===== config.mk =====
export PLATFORM = sky130hd
export DESIGN_NAME = base58_encoder_flat
export DESIGN_NICKNAME = d
export VERILOG_FILES = /design/src/rtl/core/b58enc_pkg.sv /design/src/rtl/core/b58enc_stream_if.sv /design/src/rtl/core/b58enc_ram.sv /design/src/rtl/core/b58enc_divmod.sv /design/src/rtl/core/base58_encoder.sv /design/src/flat_wrapper.sv
export VERILOG_INCLUDE_DIRS = /design/src /design/src/rtl/core
export SDC_FILE = /design/constraint.sdc
export NUM_CORES = 1
export LEC_CHECK = 0
export ABC_CLOCK_PERIOD_IN_PS = 23500
export BUFFER_PORTS_ARGS = -buffer_cell sky130_fd_sc_hd__buf_2
export CAP_MARGIN = 5
export CORE_MARGIN = 2
export CORE_UTILIZATION = 50
export DETAILED_ROUTE_END_ITERATION = 8
export PLACE_DENSITY = 0.66
export SLEW_MARGIN = 10
export SYNTH_ARGS = -nofsm -noshare
export SYNTH_HDL_FRONTEND = slang
export SYNTH_SLANG_ARGS = --single-unit

===== constraint.sdc =====
create_clock -name clk -period 23.5 [get_ports clk]
set_input_delay 3.525 -clock clk [delete_from_list [all_inputs] [get_ports clk]]
set_output_delay 3.525 -clock clk [all_outputs]
set_load 0.05 [all_outputs]

===== src/rtl/core/base58_encoder_assert.svh =====
// Assertion macros shared by the encoder RTL.
// Each check is sampled on the rising edge of clk and is held off while arst_n is low.
`ifndef BASE58_ENCODER_ASSERT_SVH
`define BASE58_ENCODER_ASSERT_SVH

`ifndef SYNTHESIS

// The condition must hold in the same cycle as the trigger.
`define B58_ASSERT_IMP(label, ante, cons) \
	label: assert property (@(posedge clk) disable iff (!arst_n) (ante) |-> (cons)) \
		else $error("base58_encoder: check failed");

// The condition must hold in the cycle after the trigger.
`define B58_ASSERT_NXT(label, ante, cons) \
	label: assert property (@(posedge clk) disable iff (!arst_n) (ante) |=> (cons)) \
		else $error("base58_encoder: check failed");

`else

`define B58_ASSERT_IMP(label, ante, cons)

`define B58_ASSERT_NXT(label, ante, cons)

`endif

`endif


===== src/rtl/core/b58enc_pkg.sv =====
package b58enc_pkg;

	// Default limits of the encoder.
	localparam int MAX_BYTES_DEF  = 32;
	localparam int MAX_DIGITS_DEF = 44;
	// At most this many characters are sent for one number.
	localparam int MAX_OUT        = 44;

	// Field widths.
	localparam int BYTE_W  = 8;
	localparam int CARRY_W = 8;
	localparam int DIGIT_W = 6;
	localparam int VALUE_W = 14;
	localparam int CHAR_W  = 7;

	// Division by 58 as a multiplication by a scaled reciprocal.
	// It is exact for every value below 2**VALUE_W.
	localparam int DIV_RECIP = 565;
	localparam int DIV_SHIFT = 15;
	localparam int PROD_W    = 24;

	// Character set, most significant symbol first in the string.
	localparam int ALPHA_LEN = 58;
	localparam logic [8*ALPHA_LEN-1:0] B58_ALPHABET =
		"123456789ABCDEFGHJKLMNPQRSTUVWXYZabcdefghijkmnopqrstuvwxyz";
	localparam logic [CHAR_W-1:0] CHAR_ONE = 7'h31;

	typedef struct packed {
		logic [BYTE_W-1:0] data_byte;
		logic              last_byte;
	} in_item_t;

	typedef struct packed {
		logic [CHAR_W-1:0] out_char;
		logic              last_char;
		logic              overflow;
	} out_item_t;

	// Maps a digit to its character; a digit that means nothing maps to '1'.
	function automatic logic [CHAR_W-1:0] b58_char(input logic [DIGIT_W-1:0] digit);
		logic [8:0] base;
		base = '0;
		if (digit > DIGIT_W'(ALPHA_LEN - 1)) begin
			return CHAR_ONE;
		end
		base = 9'((ALPHA_LEN - 1 - int'(digit)) * 8);
		return B58_ALPHABET[base +: CHAR_W];
	endfunction

endpackage


===== src/rtl/core/b58enc_stream_if.sv =====
// Valid/ready channel carrying one request per accepted transfer.
interface b58enc_stream_if #(
	parameter type payload_t = logic
) ();

	logic     valid;
	logic     ready;
	payload_t payload;

	modport source (
		output valid,
		output payload,
		input  ready
	);

	modport sink (
		input  valid,
		input  payload,
		output ready
	);

endinterface


===== src/rtl/core/b58enc_ram.sv =====
// Simple dual-port RAM: one write port, one read port with registered data.
module b58enc_ram #(
	parameter int WIDTH = 6,
	parameter int DEPTH = 44
) (
	input  logic                     clk,
	input  logic                     we,
	input  logic [$clog2(DEPTH)-1:0] waddr,
	input  logic [WIDTH-1:0]         wdata,
	input  logic                     re,
	input  logic [$clog2(DEPTH)-1:0] raddr,
	output logic [WIDTH-1:0]         rdata
);

	logic [WIDTH-1:0] mem_q [DEPTH];
	logic [WIDTH-1:0] rdata_q;

	// Write port.
	always_ff @(posedge clk) begin
		if (we) begin
			mem_q[waddr] <= wdata;
		end
	end

	// Read port; the data holds until the next read.
	always_ff @(posedge clk) begin
		if (re) begin
			rdata_q <= mem_q[raddr];
		end
	end

	assign rdata = rdata_q;

endmodule


===== src/rtl/core/b58enc_divmod.sv =====
// Shared divide-by-58 unit: quotient and remainder of one carry value.
module b58enc_divmod import b58enc_pkg::*; (
	input  logic [VALUE_W-1:0] value,
	output logic [CARRY_W-1:0] quot,
	output logic [DIGIT_W-1:0] rem
);

	logic [PROD_W-1:0]  prod;
	logic [VALUE_W-1:0] quot_x58;
	logic [VALUE_W-1:0] diff;

	// Reciprocal multiply gives the quotient directly.
	assign prod = PROD_W'(value) * PROD_W'(DIV_RECIP);
	assign quot = prod[DIV_SHIFT +: CARRY_W];

	// 58 * q as 64q - 4q - 2q, then the remainder.
	assign quot_x58 = (VALUE_W'(quot) << 6) - (VALUE_W'(quot) << 2) - (VALUE_W'(quot) << 1);
	assign diff     = value - quot_x58;
	assign rem      = diff[DIGIT_W-1:0];

endmodule


===== src/rtl/core/base58_encoder.sv =====
// Base58 encoder, character set starting "123456789ABC".
// Requests on byte_in carry one byte of a big-endian number, most significant
// byte first; last_byte marks the final byte. Requests on char_out carry the
// encoded characters, most significant first, with last_char on the final one
// and overflow set on every character of a number that lost bytes or digits.
// byte_in.ready is high only while the block is idle. A non-zero byte passes
// through the accept cycle, one pass of the shared divide-by-58 unit over the
// digit RAM, one digit per cycle, and then growth steps while carry remains.
// A leading zero byte, or a byte past MAX_BYTES, skips the sweep. After the
// last byte each character takes a RAM read, then an output register load.
// When char_out.ready is low the output register holds its request and the
// sequencer waits; nothing is lost. At most MAX_OUT characters are sent.
// Reset clears all counters and flags at once; the digit RAM needs no
// clearing, since only digits written for the current number are read.
module base58_encoder import b58enc_pkg::*; #(
	parameter int MAX_BYTES  = MAX_BYTES_DEF,
	parameter int MAX_DIGITS = MAX_DIGITS_DEF
) (
	input  logic                  clk,
	input  logic                  arst_n,
	b58enc_stream_if.sink         byte_in,
	b58enc_stream_if.source       char_out
);

`include "base58_encoder_assert.svh"

	localparam int AW = $clog2(MAX_DIGITS);
	localparam int CW = $clog2(MAX_DIGITS + 1);
	localparam int BW = $clog2(MAX_BYTES + 1);
	localparam int TW = ((CW > BW) ? CW : BW) + 1;
	localparam int KW = $clog2(MAX_OUT);

	typedef enum logic [4:0] {
		ST_IDLE    = 5'b00001,
		ST_SWEEP   = 5'b00010,
		ST_GROW    = 5'b00100,
		ST_EMIT_RD = 5'b01000,
		ST_EMIT_LD = 5'b10000
	} state_t;

	state_t             state_q;
	logic [AW-1:0]      idx_q;
	logic [CARRY_W-1:0] carry_q;
	logic [CW-1:0]      dc_q;
	logic [BW-1:0]      lz_q;
	logic               seen_q;
	logic [BW-1:0]      bc_q;
	logic               ovf_q;
	logic               last_q;
	logic [KW-1:0]      k_q;
	out_item_t          out_q;
	out_item_t          out_next;
	logic               out_valid_q;

	in_item_t           req;
	logic               in_acc;
	logic               out_load;
	logic               sweep_end;
	logic               grow_write;
	logic [TW-1:0]      total;
	logic               total_big;
	logic [TW-1:0]      n_m1;
	logic               k_last;
	logic               k_in_lz;
	logic [TW-1:0]      pos;

	logic               ram_we;
	logic [AW-1:0]      ram_waddr;
	logic               ram_re;
	logic [AW-1:0]      ram_raddr;
	logic [DIGIT_W-1:0] ram_rdata;
	logic [VALUE_W-1:0] div_value;
	logic [CARRY_W-1:0] div_quot;
	logic [DIGIT_W-1:0] div_rem;

	// Handshakes.
	assign req            = byte_in.payload;
	assign byte_in.ready  = (state_q == ST_IDLE);
	assign in_acc         = byte_in.valid && byte_in.ready;
	assign out_load       = (state_q == ST_EMIT_LD) && (!out_valid_q || char_out.ready);
	assign char_out.valid   = out_valid_q;
	assign char_out.payload = out_q;

	// Length of the encoding and the position of the current character.
	assign total     = TW'(dc_q) + TW'(lz_q);
	assign total_big = total > TW'(MAX_OUT);
	assign n_m1      = total_big ? TW'(MAX_OUT - 1) : total - TW'(1);
	assign k_last    = (TW'(k_q) == n_m1);
	assign k_in_lz   = TW'(k_q) < TW'(lz_q);
	assign pos       = TW'(dc_q) - TW'(1) - (TW'(k_q) - TW'(lz_q));

	// Sweep and growth control.
	assign sweep_end  = (CW'(idx_q) == dc_q - CW'(1));
	assign grow_write = (state_q == ST_GROW) && (carry_q != '0) && (dc_q < CW'(MAX_DIGITS));

	// Operand of the shared divider: 256 * digit + carry during the sweep.
	assign div_value = (state_q == ST_SWEEP) ? ({ram_rdata, 8'b0} + VALUE_W'(carry_q))
	                                         : VALUE_W'(carry_q);

	b58enc_divmod u_divmod (
		.value (div_value),
		.quot  (div_quot),
		.rem   (div_rem)
	);

	// RAM port control.
	always_comb begin
		ram_we    = 1'b0;
		ram_waddr = idx_q;
		ram_re    = 1'b0;
		ram_raddr = '0;
		unique case (state_q)
			ST_IDLE: begin
				ram_re = in_acc && (bc_q < BW'(MAX_BYTES))
				         && (seen_q || req.data_byte != '0) && (dc_q != '0);
			end
			ST_SWEEP: begin
				ram_we    = 1'b1;
				ram_re    = !sweep_end;
				ram_raddr = idx_q + AW'(1);
			end
			ST_GROW: begin
				ram_we    = grow_write;
				ram_waddr = dc_q[AW-1:0];
			end
			ST_EMIT_RD: begin
				ram_re    = !k_in_lz;
				ram_raddr = pos[AW-1:0];
			end
			ST_EMIT_LD: begin
			end
			default: begin
			end
		endcase
	end

	b58enc_ram #(
		.WIDTH (DIGIT_W),
		.DEPTH (MAX_DIGITS)
	) u_digits (
		.clk   (clk),
		.we    (ram_we),
		.waddr (ram_waddr),
		.wdata (div_rem),
		.re    (ram_re),
		.raddr (ram_raddr),
		.rdata (ram_rdata)
	);

	// Sequencer.
	always_ff @(posedge clk or negedge arst_n) begin
		if (!arst_n) begin
			state_q <= ST_IDLE;
			idx_q   <= '0;
			carry_q <= '0;
			dc_q    <= '0;
			lz_q    <= '0;
			seen_q  <= 1'b0;
			bc_q    <= '0;
			ovf_q   <= 1'b0;
			last_q  <= 1'b0;
			k_q     <= '0;
		end else begin
			unique case (state_q)
				ST_IDLE: begin
					if (in_acc) begin
						last_q <= req.last_byte;
						k_q    <= '0;
						if (bc_q < BW'(MAX_BYTES)) begin
							bc_q <= bc_q + BW'(1);
							if (!seen_q && req.data_byte == '0) begin
								lz_q    <= lz_q + BW'(1);
								state_q <= req.last_byte ? ST_EMIT_RD : ST_IDLE;
							end else begin
								seen_q  <= 1'b1;
								carry_q <= req.data_byte;
								idx_q   <= '0;
								state_q <= (dc_q != '0) ? ST_SWEEP : ST_GROW;
							end
						end else begin
							ovf_q   <= 1'b1;
							state_q <= req.last_byte ? ST_EMIT_RD : ST_IDLE;
						end
					end
				end
				ST_SWEEP: begin
					carry_q <= div_quot;
					if (sweep_end) begin
						state_q <= ST_GROW;
					end else begin
						idx_q <= idx_q + AW'(1);
					end
				end
				ST_GROW: begin
					priority if (carry_q == '0) begin
						state_q <= last_q ? ST_EMIT_RD : ST_IDLE;
					end else if (!grow_write) begin
						// Store full: the remaining carry is dropped.
						ovf_q   <= 1'b1;
						state_q <= last_q ? ST_EMIT_RD : ST_IDLE;
					end else begin
						dc_q    <= dc_q + CW'(1);
						carry_q <= div_quot;
					end
				end
				ST_EMIT_RD: begin
					state_q <= ST_EMIT_LD;
				end
				ST_EMIT_LD: begin
					if (out_load) begin
						if (k_last) begin
							dc_q    <= '0;
							lz_q    <= '0;
							seen_q  <= 1'b0;
							bc_q    <= '0;
							ovf_q   <= 1'b0;
							state_q <= ST_IDLE;
						end else begin
							k_q     <= k_q + KW'(1);
							state_q <= ST_EMIT_RD;
						end
					end
				end
				default: begin
					state_q <= ST_IDLE;
				end
			endcase
		end
	end

	// Next character for the output register.
	always_comb begin
		out_next.out_char  = k_in_lz ? CHAR_ONE : b58_char(ram_rdata);
		out_next.last_char = k_last;
		out_next.overflow  = ovf_q || total_big;
	end

	// Output register: holds its request until the receiver takes it.
	always_ff @(posedge clk or negedge arst_n) begin
		if (!arst_n) begin
			out_valid_q <= 1'b0;
		end else if (out_load) begin
			out_valid_q <= 1'b1;
		end else if (char_out.ready) begin
			out_valid_q <= 1'b0;
		end
	end

	always_ff @(posedge clk) begin
		if (out_load) begin
			out_q <= out_next;
		end
	end

	// The digit count never passes the size of the store.
	`B58_ASSERT_IMP(a_dc_bound, 1'b1, dc_q <= CW'(MAX_DIGITS))
	// The sweep only visits digits that belong to the number.
	`B58_ASSERT_IMP(a_sweep_idx, state_q == ST_SWEEP, CW'(idx_q) < dc_q)
	// Writes stay inside the store.
	`B58_ASSERT_IMP(a_ram_waddr, ram_we, 32'(ram_waddr) < 32'(MAX_DIGITS))
	// The final character leaves the state cleared.
	`B58_ASSERT_NXT(a_clear_after_last, out_load && k_last,
		dc_q == '0 && lz_q == '0 && bc_q == '0 && !seen_q && state_q == ST_IDLE)
	// Every character sent lies in the printable range of the set.
	`B58_ASSERT_IMP(a_char_range, out_valid_q,
		out_q.out_char >= CHAR_W'(49) && out_q.out_char <= CHAR_W'(122))

endmodule


===== src/flat_wrapper.sv =====
// flat-port wrapper written by rule: the top's interface ports become plain ports
module base58_encoder_flat import b58enc_pkg::*;
#(
	parameter int MAX_BYTES  = MAX_BYTES_DEF,
	parameter int MAX_DIGITS = MAX_DIGITS_DEF
)
  (clk, arst_n, byte_in_valid, byte_in_payload, byte_in_ready, char_out_valid, char_out_payload, char_out_ready);
  b58enc_stream_if #(.payload_t(in_item_t)) byte_in_i ();
  b58enc_stream_if #(.payload_t(out_item_t)) char_out_i ();
  input  logic clk;
  input  logic arst_n;
  input wire logic [$bits(byte_in_i.valid)-1:0] byte_in_valid;
  input wire logic [$bits(byte_in_i.payload)-1:0] byte_in_payload;
  output wire logic [$bits(byte_in_i.ready)-1:0] byte_in_ready;
  output wire logic [$bits(char_out_i.valid)-1:0] char_out_valid;
  output wire logic [$bits(char_out_i.payload)-1:0] char_out_payload;
  input wire logic [$bits(char_out_i.ready)-1:0] char_out_ready;
  assign byte_in_i.valid = byte_in_valid;
  assign byte_in_i.payload = byte_in_payload;
  assign byte_in_ready = byte_in_i.ready;
  assign char_out_valid = char_out_i.valid;
  assign char_out_payload = char_out_i.payload;
  assign char_out_i.ready = char_out_ready;
  base58_encoder #(.MAX_BYTES(MAX_BYTES), .MAX_DIGITS(MAX_DIGITS)) u_core (.clk(clk), .arst_n(arst_n), .byte_in(byte_in_i), .char_out(char_out_i));
endmodule

==> flow_metrics.tcl, run 1 <==
set metrics [dict create \
    status "completed" \
    dr_total_vias 12620 \
    diodes 0 \
    syn_nets 1838 \
    maxCapViolations 0 \
    clk_pin_slew_ns 0.06 \
    synth.area.top_cells "edfxtp_1, ha_1, nand2_1" \
    cp_data_required_time_ns 23.78 \
    fill_cells 3062 \
    synth_warnings 0 \
    cp_top_family "adder cells" \
    gp_congestion 0.9003 \
    synth_top_flop_cell "edfxtp_1" \
    cts_tree "yes" \
    worst_slew_pin_slew_ns 1.180 \
    die_w_um 193.9 \
    io_buffers 23 \
    place_area_sq_um 18610 \
    critPathCaptureType "register" \
    grt_pass1_vias 12110 \
    grt_antenna_before_repair 0 \
    start_kind "register" \
    regToRegSetupSlack_ns 15.77 \
    start_util_pct 50.69 \
    grt_setup_unrepaired "false" \
    cp_num_buf_inv 3 \
    drt-total-wl_um 42410 \
    path_max_fanout 44 \
    postRouteAntennaNets 0 \
    postSynthAreaPerCell_sq_um 10.80 \
    regMostFlops "u_core.u_digits.mem_q" \
    grt_overflow 0 \
    ys_ff_latch 326 \
    hold_viol 0 \
    dr.first_iter.drc_count 1177 \
    grt_usage_pct 22.51 \
    period_share_pct 32.90 \
    crit_arrival_ns 8.01 \
    grt_pass1_wl_um 67220 \
    drtPass1Iterations 6 \
    cts_inserted_buffers 36 \
    grt_max_degree 88 \
    avgViaCountPerCell 5.854 \
    async_flop_share_pct 14.42 \
    cts_setup_buffers 0 \
    path_common_cell "ha_1" \
    finalCriticalPeriod_ns 7.732 \
    timing.final.max_slew_violations 0 \
    synth_seq_area_share_pct 53.00 \
    largest_reg_flops 264 \
    post-dp-hpwl_um 27480 \
    fin_skew_ns 0.01675 \
    post-route-drc-count 0 \
    synth_edf_count 279 \
    max_stage_delay_ns 0.59 \
    synth_cells 1670 \
    fin_setup_tns_ns 0 \
    postCtsHoldBufs 0 \
    routed_wire_length_per_instance_um 19.68 \
    worstHoldPathType "register to register" \
    die_h_um 193.9 \
    cts_num_sinks 326 \
    ios 24 \
    area_growth_pct 9.404 \
    synthDominantCellAreaShare_pct 46.47 \
    synth_area_sq_um 18030 \
    ys_types 72 \
    synth_top_area_cell "edfxtp_1" \
    num_rows 69 \
    fin_nets 1838 \
    final_cell_area_sq_um 19720 \
    crit_slowest_cell "nor2_1" \
    clk_path_buf_depth 3 \
    design.die.area_sq_um 37590 \
    htree_levels 2 \
    drive_gt1_share_pct 6.907 \
    cts-root-buf "clkbuf_16" \
    setup_viol 0 \
    clock_latency_ns 0.54 \
    path_cells "nor2_1, nand3_1, nor2_1, ha_1, ha_1, fa_1, fa_1, inv_1, fa_1, inv_1, ha_1, nand4_1, or3_1, o221ai_1, xor2_1, xor2_1, ha_1, ha_1, a21o_1, a21oi_1, xnor2_1, xnor2_2, buf_4" \
    path_class "register to register" \
    cts-resized-gates 0 \
    fmax_ghz 0.1293 \
    coreArea_sq_um 35570 \
    slew_headroom_pct 21.08 \
]
routing by layer:
metal | vias to the layer above | global-route usage [%] | part of all wire [%]
li1 | 5980 | - | -
met1 | 6156 | 32.33 | 45
met2 | 422 | 35.79 | 46
met3 | 57 | 3.792 | 6.7
met4 | 0 | 5.724 | 2.0
met5 | - | 0 | 0
logic make-up (layout without fill, tap and decap cells):
group	count (synthesis)	after routing	share of synthesized area, %
and+or+nand+nor	647	647	15.80
DFF	326	326	53.00
AOI/OAI and AO/OA	269	269	10.80
buffers and inverters	199	223	4.213
adders and majority gates	156	156	12.27
xor gates and xnor gates	50	50	2.582
muxes	23	23	1.339
worst register-to-register path, cell delays in order, from the launching register on:
cell	delay, ns
dfrtp_1	0.44
nor2_1	0.16
nand3_1	0.55
nor2_1	0.60
ha_1	0.32
ha_1	0.32
fa_1	0.52
fa_1	0.54
inv_1	0.05
fa_1	0.50
inv_1	0.04
ha_1	0.31
nand4_1	0.12
or3_1	0.36
o221ai_1	0.31
xor2_1	0.44
xor2_1	0.22
ha_1	0.27
ha_1	0.30
a21o_1	0.18
a21oi_1	0.17
xnor2_1	0.19
xnor2_2	0.15
buf_4	0.39
cells in the mapped netlist, drive strengths merged, types with 18 or more instances:
cell type and count:
o211ai 19, a31oi 19, xnor2 27, edfxtp 279, o21ai 37, nor3 22
inv 120, xor2 21, a311o 18, nand2 336, a21o 20, and3 33
dfrtp 46, a21oi 54, clkbuf 59, nor2 88, a311oi 23, nand3 123
mux2i 20, buf 20, ha 120, fa 35
layout make-up:
type | instances | area [sq um] | share of cell area [%]
clock buffers | 49 | 991.0 | 5.024
inverters | 120 | 450.4 | 2.284
flip-flops and latches | 326 | 9557 | 48.45
multi-input cells | 1145 | 7777 | 39.43
clock inverters | 13 | 121.4 | 0.6153
repair buffers | 41 | 250.2 | 1.269
well taps | 461 | 576.8 | 2.924
placed cells by master, fill, tap and decap left out, types with 5 or more instances in the layout:
cell type / Yosys / layout
or3_1: 9 / 9
a311o_1: 18 / 18
nor2_1: 88 / 88
dfrtp_1: 46 / 45
nand2b_1: 8 / 8
nor3_1: 22 / 22
a21oi_1: 53 / 52
clkbuf_1: 59 / 10
a311oi_1: 23 / 23
ha_1: 120 / 120
o221ai_1: 6 / 6
nand4_1: 9 / 9
nand3b_1: 5 / 5
xor2_1: 21 / 21
nand3_1: 123 / 123
xnor2_1: 27 / 25
clkbuf_16: 0 / 37
a31oi_1: 19 / 19
and3_1: 33 / 33
a211oi_1: 8 / 8
edfxtp_1: 279 / 279
o22ai_1: 8 / 7
nand2_1: 335 / 335
buf_2: 10 / 23
o31ai_1: 8 / 8
o21ai_0: 35 / 35
a21o_1: 20 / 20
mux2i_1: 20 / 20
buf_4: 0 / 18
fa_1: 35 / 35
o211ai_1: 19 / 19
inv_1: 120 / 120
through the flow:
step                      setup slack (ns)  util, %  hold WS [ns]  instances
after floorplan                      15.80        -        0.4645       1670
after global placement               16.10    52.33        0.4919       2093
after detailed placement             15.82    52.33        0.5016       2093
after CTS                            15.77    55.45        0.5147       2155
after global routing                 15.32    55.45        0.5487       2155
final                                15.77    55.45        0.5149       2155
final timing paths:
kind	end	startpoint	cells after the start
worst min-delay path	u_core.ovf_q	u_core.ovf_q	2
worst max register to register	u_core.u_digits.mem_q[40][5]	u_core.state_q[4]	23
worst max-delay path	u_core.u_digits.mem_q[40][5]	u_core.state_q[4]	23
worst min register to register	u_core.ovf_q	u_core.ovf_q	2
min in group asynchronous	u_core.k_q[4]	arst_n	2
max in group asynchronous	u_core.carry_q[0]	arst_n	2
Power of run 1 is not shown: default switching activity piles up to over one toggle a cycle in this logic, so the estimate is an artifact.
==> run 2: changes to the inputs <==
--- a/config.mk
+++ b/config.mk
@@ -6,7 +6,7 @@
 export SDC_FILE = /design/constraint.sdc
 export NUM_CORES = 1
 export LEC_CHECK = 0
-export ABC_CLOCK_PERIOD_IN_PS = 23500
+export ABC_CLOCK_PERIOD_IN_PS = 7200
 export BUFFER_PORTS_ARGS = -buffer_cell sky130_fd_sc_hd__buf_2
 export CAP_MARGIN = 5
 export CORE_MARGIN = 2
==> constraint.sdc (replaced) <==
create_clock -name clk -period 7.2 [get_ports clk]
set_input_delay 1.08 -clock clk [delete_from_list [all_inputs] [get_ports clk]]
set_output_delay 1.08 -clock clk [all_outputs]
set_load 0.05 [all_outputs]
==> run 2 against run 1 <==
Sequential share of layout area shrank 0.96 points. Die area is the same. Design area grew 2.0%. Register-to-register slack lost 15 ns. Largest cell class unchanged.
==> flow_metrics.tcl, run 2 (synthesis results as in run 1) <==
set metrics [dict create \
    grt_pass1_wl_um 70460 \
    largest_reg_flops 264 \
    whs_endpoint "u_core.ovf_q" \
    grt_pass1_vias 12580 \
    worstHoldPathType "register to register" \
    fin_setup_tns_ns 0 \
    finalCriticalPeriod_ns 6.865 \
    gp_congestion 0.8657 \
    r2r_cells 25 \
    rr_endpoint "u_core.u_digits.mem_q[34][5]" \
    cts_tree "yes" \
    die_h_um 193.9 \
    whs_ns 0.5103 \
    routed_wire_length_per_instance_um 20.31 \
    grt_antenna_before_repair 0 \
    start_kind "register" \
    dr_total_vias 12730 \
    dp_slack_ns -0.0005742 \
    place_area_sq_um 18740 \
    final_cell_area_sq_um 20120 \
    drive_gt1_share_pct 8.503 \
    worst_slew_pin_slew_ns 1.187 \
    worst_slack_ns 0.3354 \
    post-dp-hpwl_um 28600 \
    slew_headroom_pct 20.60 \
    final_common_cell "nand2_1" \
    postRouteAntennaNets 0 \
    drtPass1Iterations 7 \
    grt_setup_unrepaired "true" \
    period_share_pct 95.34 \
    cts_num_sinks 326 \
    num_rows 69 \
    final_cell_mix "nand2_1, edfxtp_1, nand3_1, inv_1, ha_1" \
    fin_skew_ns 0.01431 \
    fmax_ghz 0.1457 \
    grt_overflow 0 \
    crit_arrival_ns 7.15 \
    ios 24 \
    path_max_fanout 11 \
    fill_cells 3008 \
    drt-total-wl_um 44250 \
    avgViaCountPerCell 5.846 \
    cts_inserted_buffers 36 \
    diodes 0 \
    path_class "register to register" \
    grt_max_degree 133 \
    multi_input_area_sq_um 7938 \
    hp-start "u_core.ovf_q" \
    timing.final.max_slew_violations 0 \
    critPathCaptureType "register" \
    htree_levels 2 \
    fin_nets 1857 \
    cp_data_required_time_ns 7.48 \
    post-route-drc-count 0 \
    regArea_sq_um 9557 \
    design.die.area_sq_um 37590 \
    dr.first_iter.drc_count 975 \
    status "completed" \
    hold_viol 0 \
    setup_viol 0 \
    clk_path_buf_depth 3 \
    clock_latency_ns 0.54 \
    grt_usage_pct 23.68 \
    die_w_um 193.9 \
    io_buffers 23 \
    clk_pin_slew_ns 0.06 \
    start_util_pct 50.69 \
    hold_path_depth 2 \
    maxCapViolations 0 \
    worstReg2RegStart "u_core.state_q[0]" \
    regToRegSetupSlack_ns 0.34 \
    regMostFlops "u_core.u_digits.mem_q" \
    coreArea_sq_um 35570 \
    area_growth_pct 11.62 \
    cts-root-buf "clkbuf_16" \
]
## run 2: routing by layer
metal	vias to the layer above	track usage, %	part of all wire, %
li1	6021	-	-
met1	6257	33.68	44
met2	379	37.45	47
met3	76	4.070	6.5
met4	0	7.155	2.7
met5	-	0	0
## run 2: what timing repair did
item / 4_1_cts / 5_1_grt
pin swaps: 1 / 3
resized for setup: 0 / 10
setup buffers: 0 / 4
hold buffers: 0 / 0
setup endpoints to repair: 44 / 88
gates cloned: 1 / 2
## run 2: how the worst max path moves through the flow
stage | end | start
detailed placement | u_core.u_digits.mem_q[18][5] | u_core.state_q[4]
global placement | u_core.u_digits.mem_q[16][5] | u_core.state_q[0]
floorplan | u_core.u_digits.mem_q[0][5] | u_core.state_q[4]
CTS | u_core.u_digits.mem_q[16][5] | u_core.state_q[0]
global route | u_core.u_digits.mem_q[29][5] | u_core.state_q[4]
finish | u_core.u_digits.mem_q[34][5] | u_core.state_q[0]
## run 2: cell type report
type | instances | share of cell area, %
repair buffers | 57 | 2.139
flip-flops and latches | 326 | 47.49
well taps | 461 | 2.866
clock inverters | 26 | 1.169
inverters | 120 | 2.238
multi-input cells | 1148 | 39.44
clock buffers | 40 | 4.657
## run 2: metrics by stage
stage               std cells  util [%]
floorplan                1670         -
global placement         2104     52.68
detailed placement       2104     52.68
CTS                      2171     56.02
global route             2178     56.58
finish                   2178     56.58
## run 2: worst max-delay path: stages, from the launching register on
cell and delay [ns]:
dfstp_2 0.57, nor2_1 0.06, and3_1 0.24, nand2_1 0.13, inv_1 0.11, ha_1 0.30, ha_1 0.31, fa_1 0.55
inv_1 0.06, fa_1 0.54, inv_1 0.04, ha_1 0.28, ha_1 0.33, nand4_1 0.13, or3_1 0.38, o221ai_2 0.23
a21o_1 0.20, xor2_1 0.24, xor2_1 0.18, ha_1 0.26, ha_2 0.48, a21oi_2 0.14, xnor2_4 0.41, buf_12 0.17
xnor2_4 0.07, buf_12 0.18
Power of run 2 is left out for the same reason.
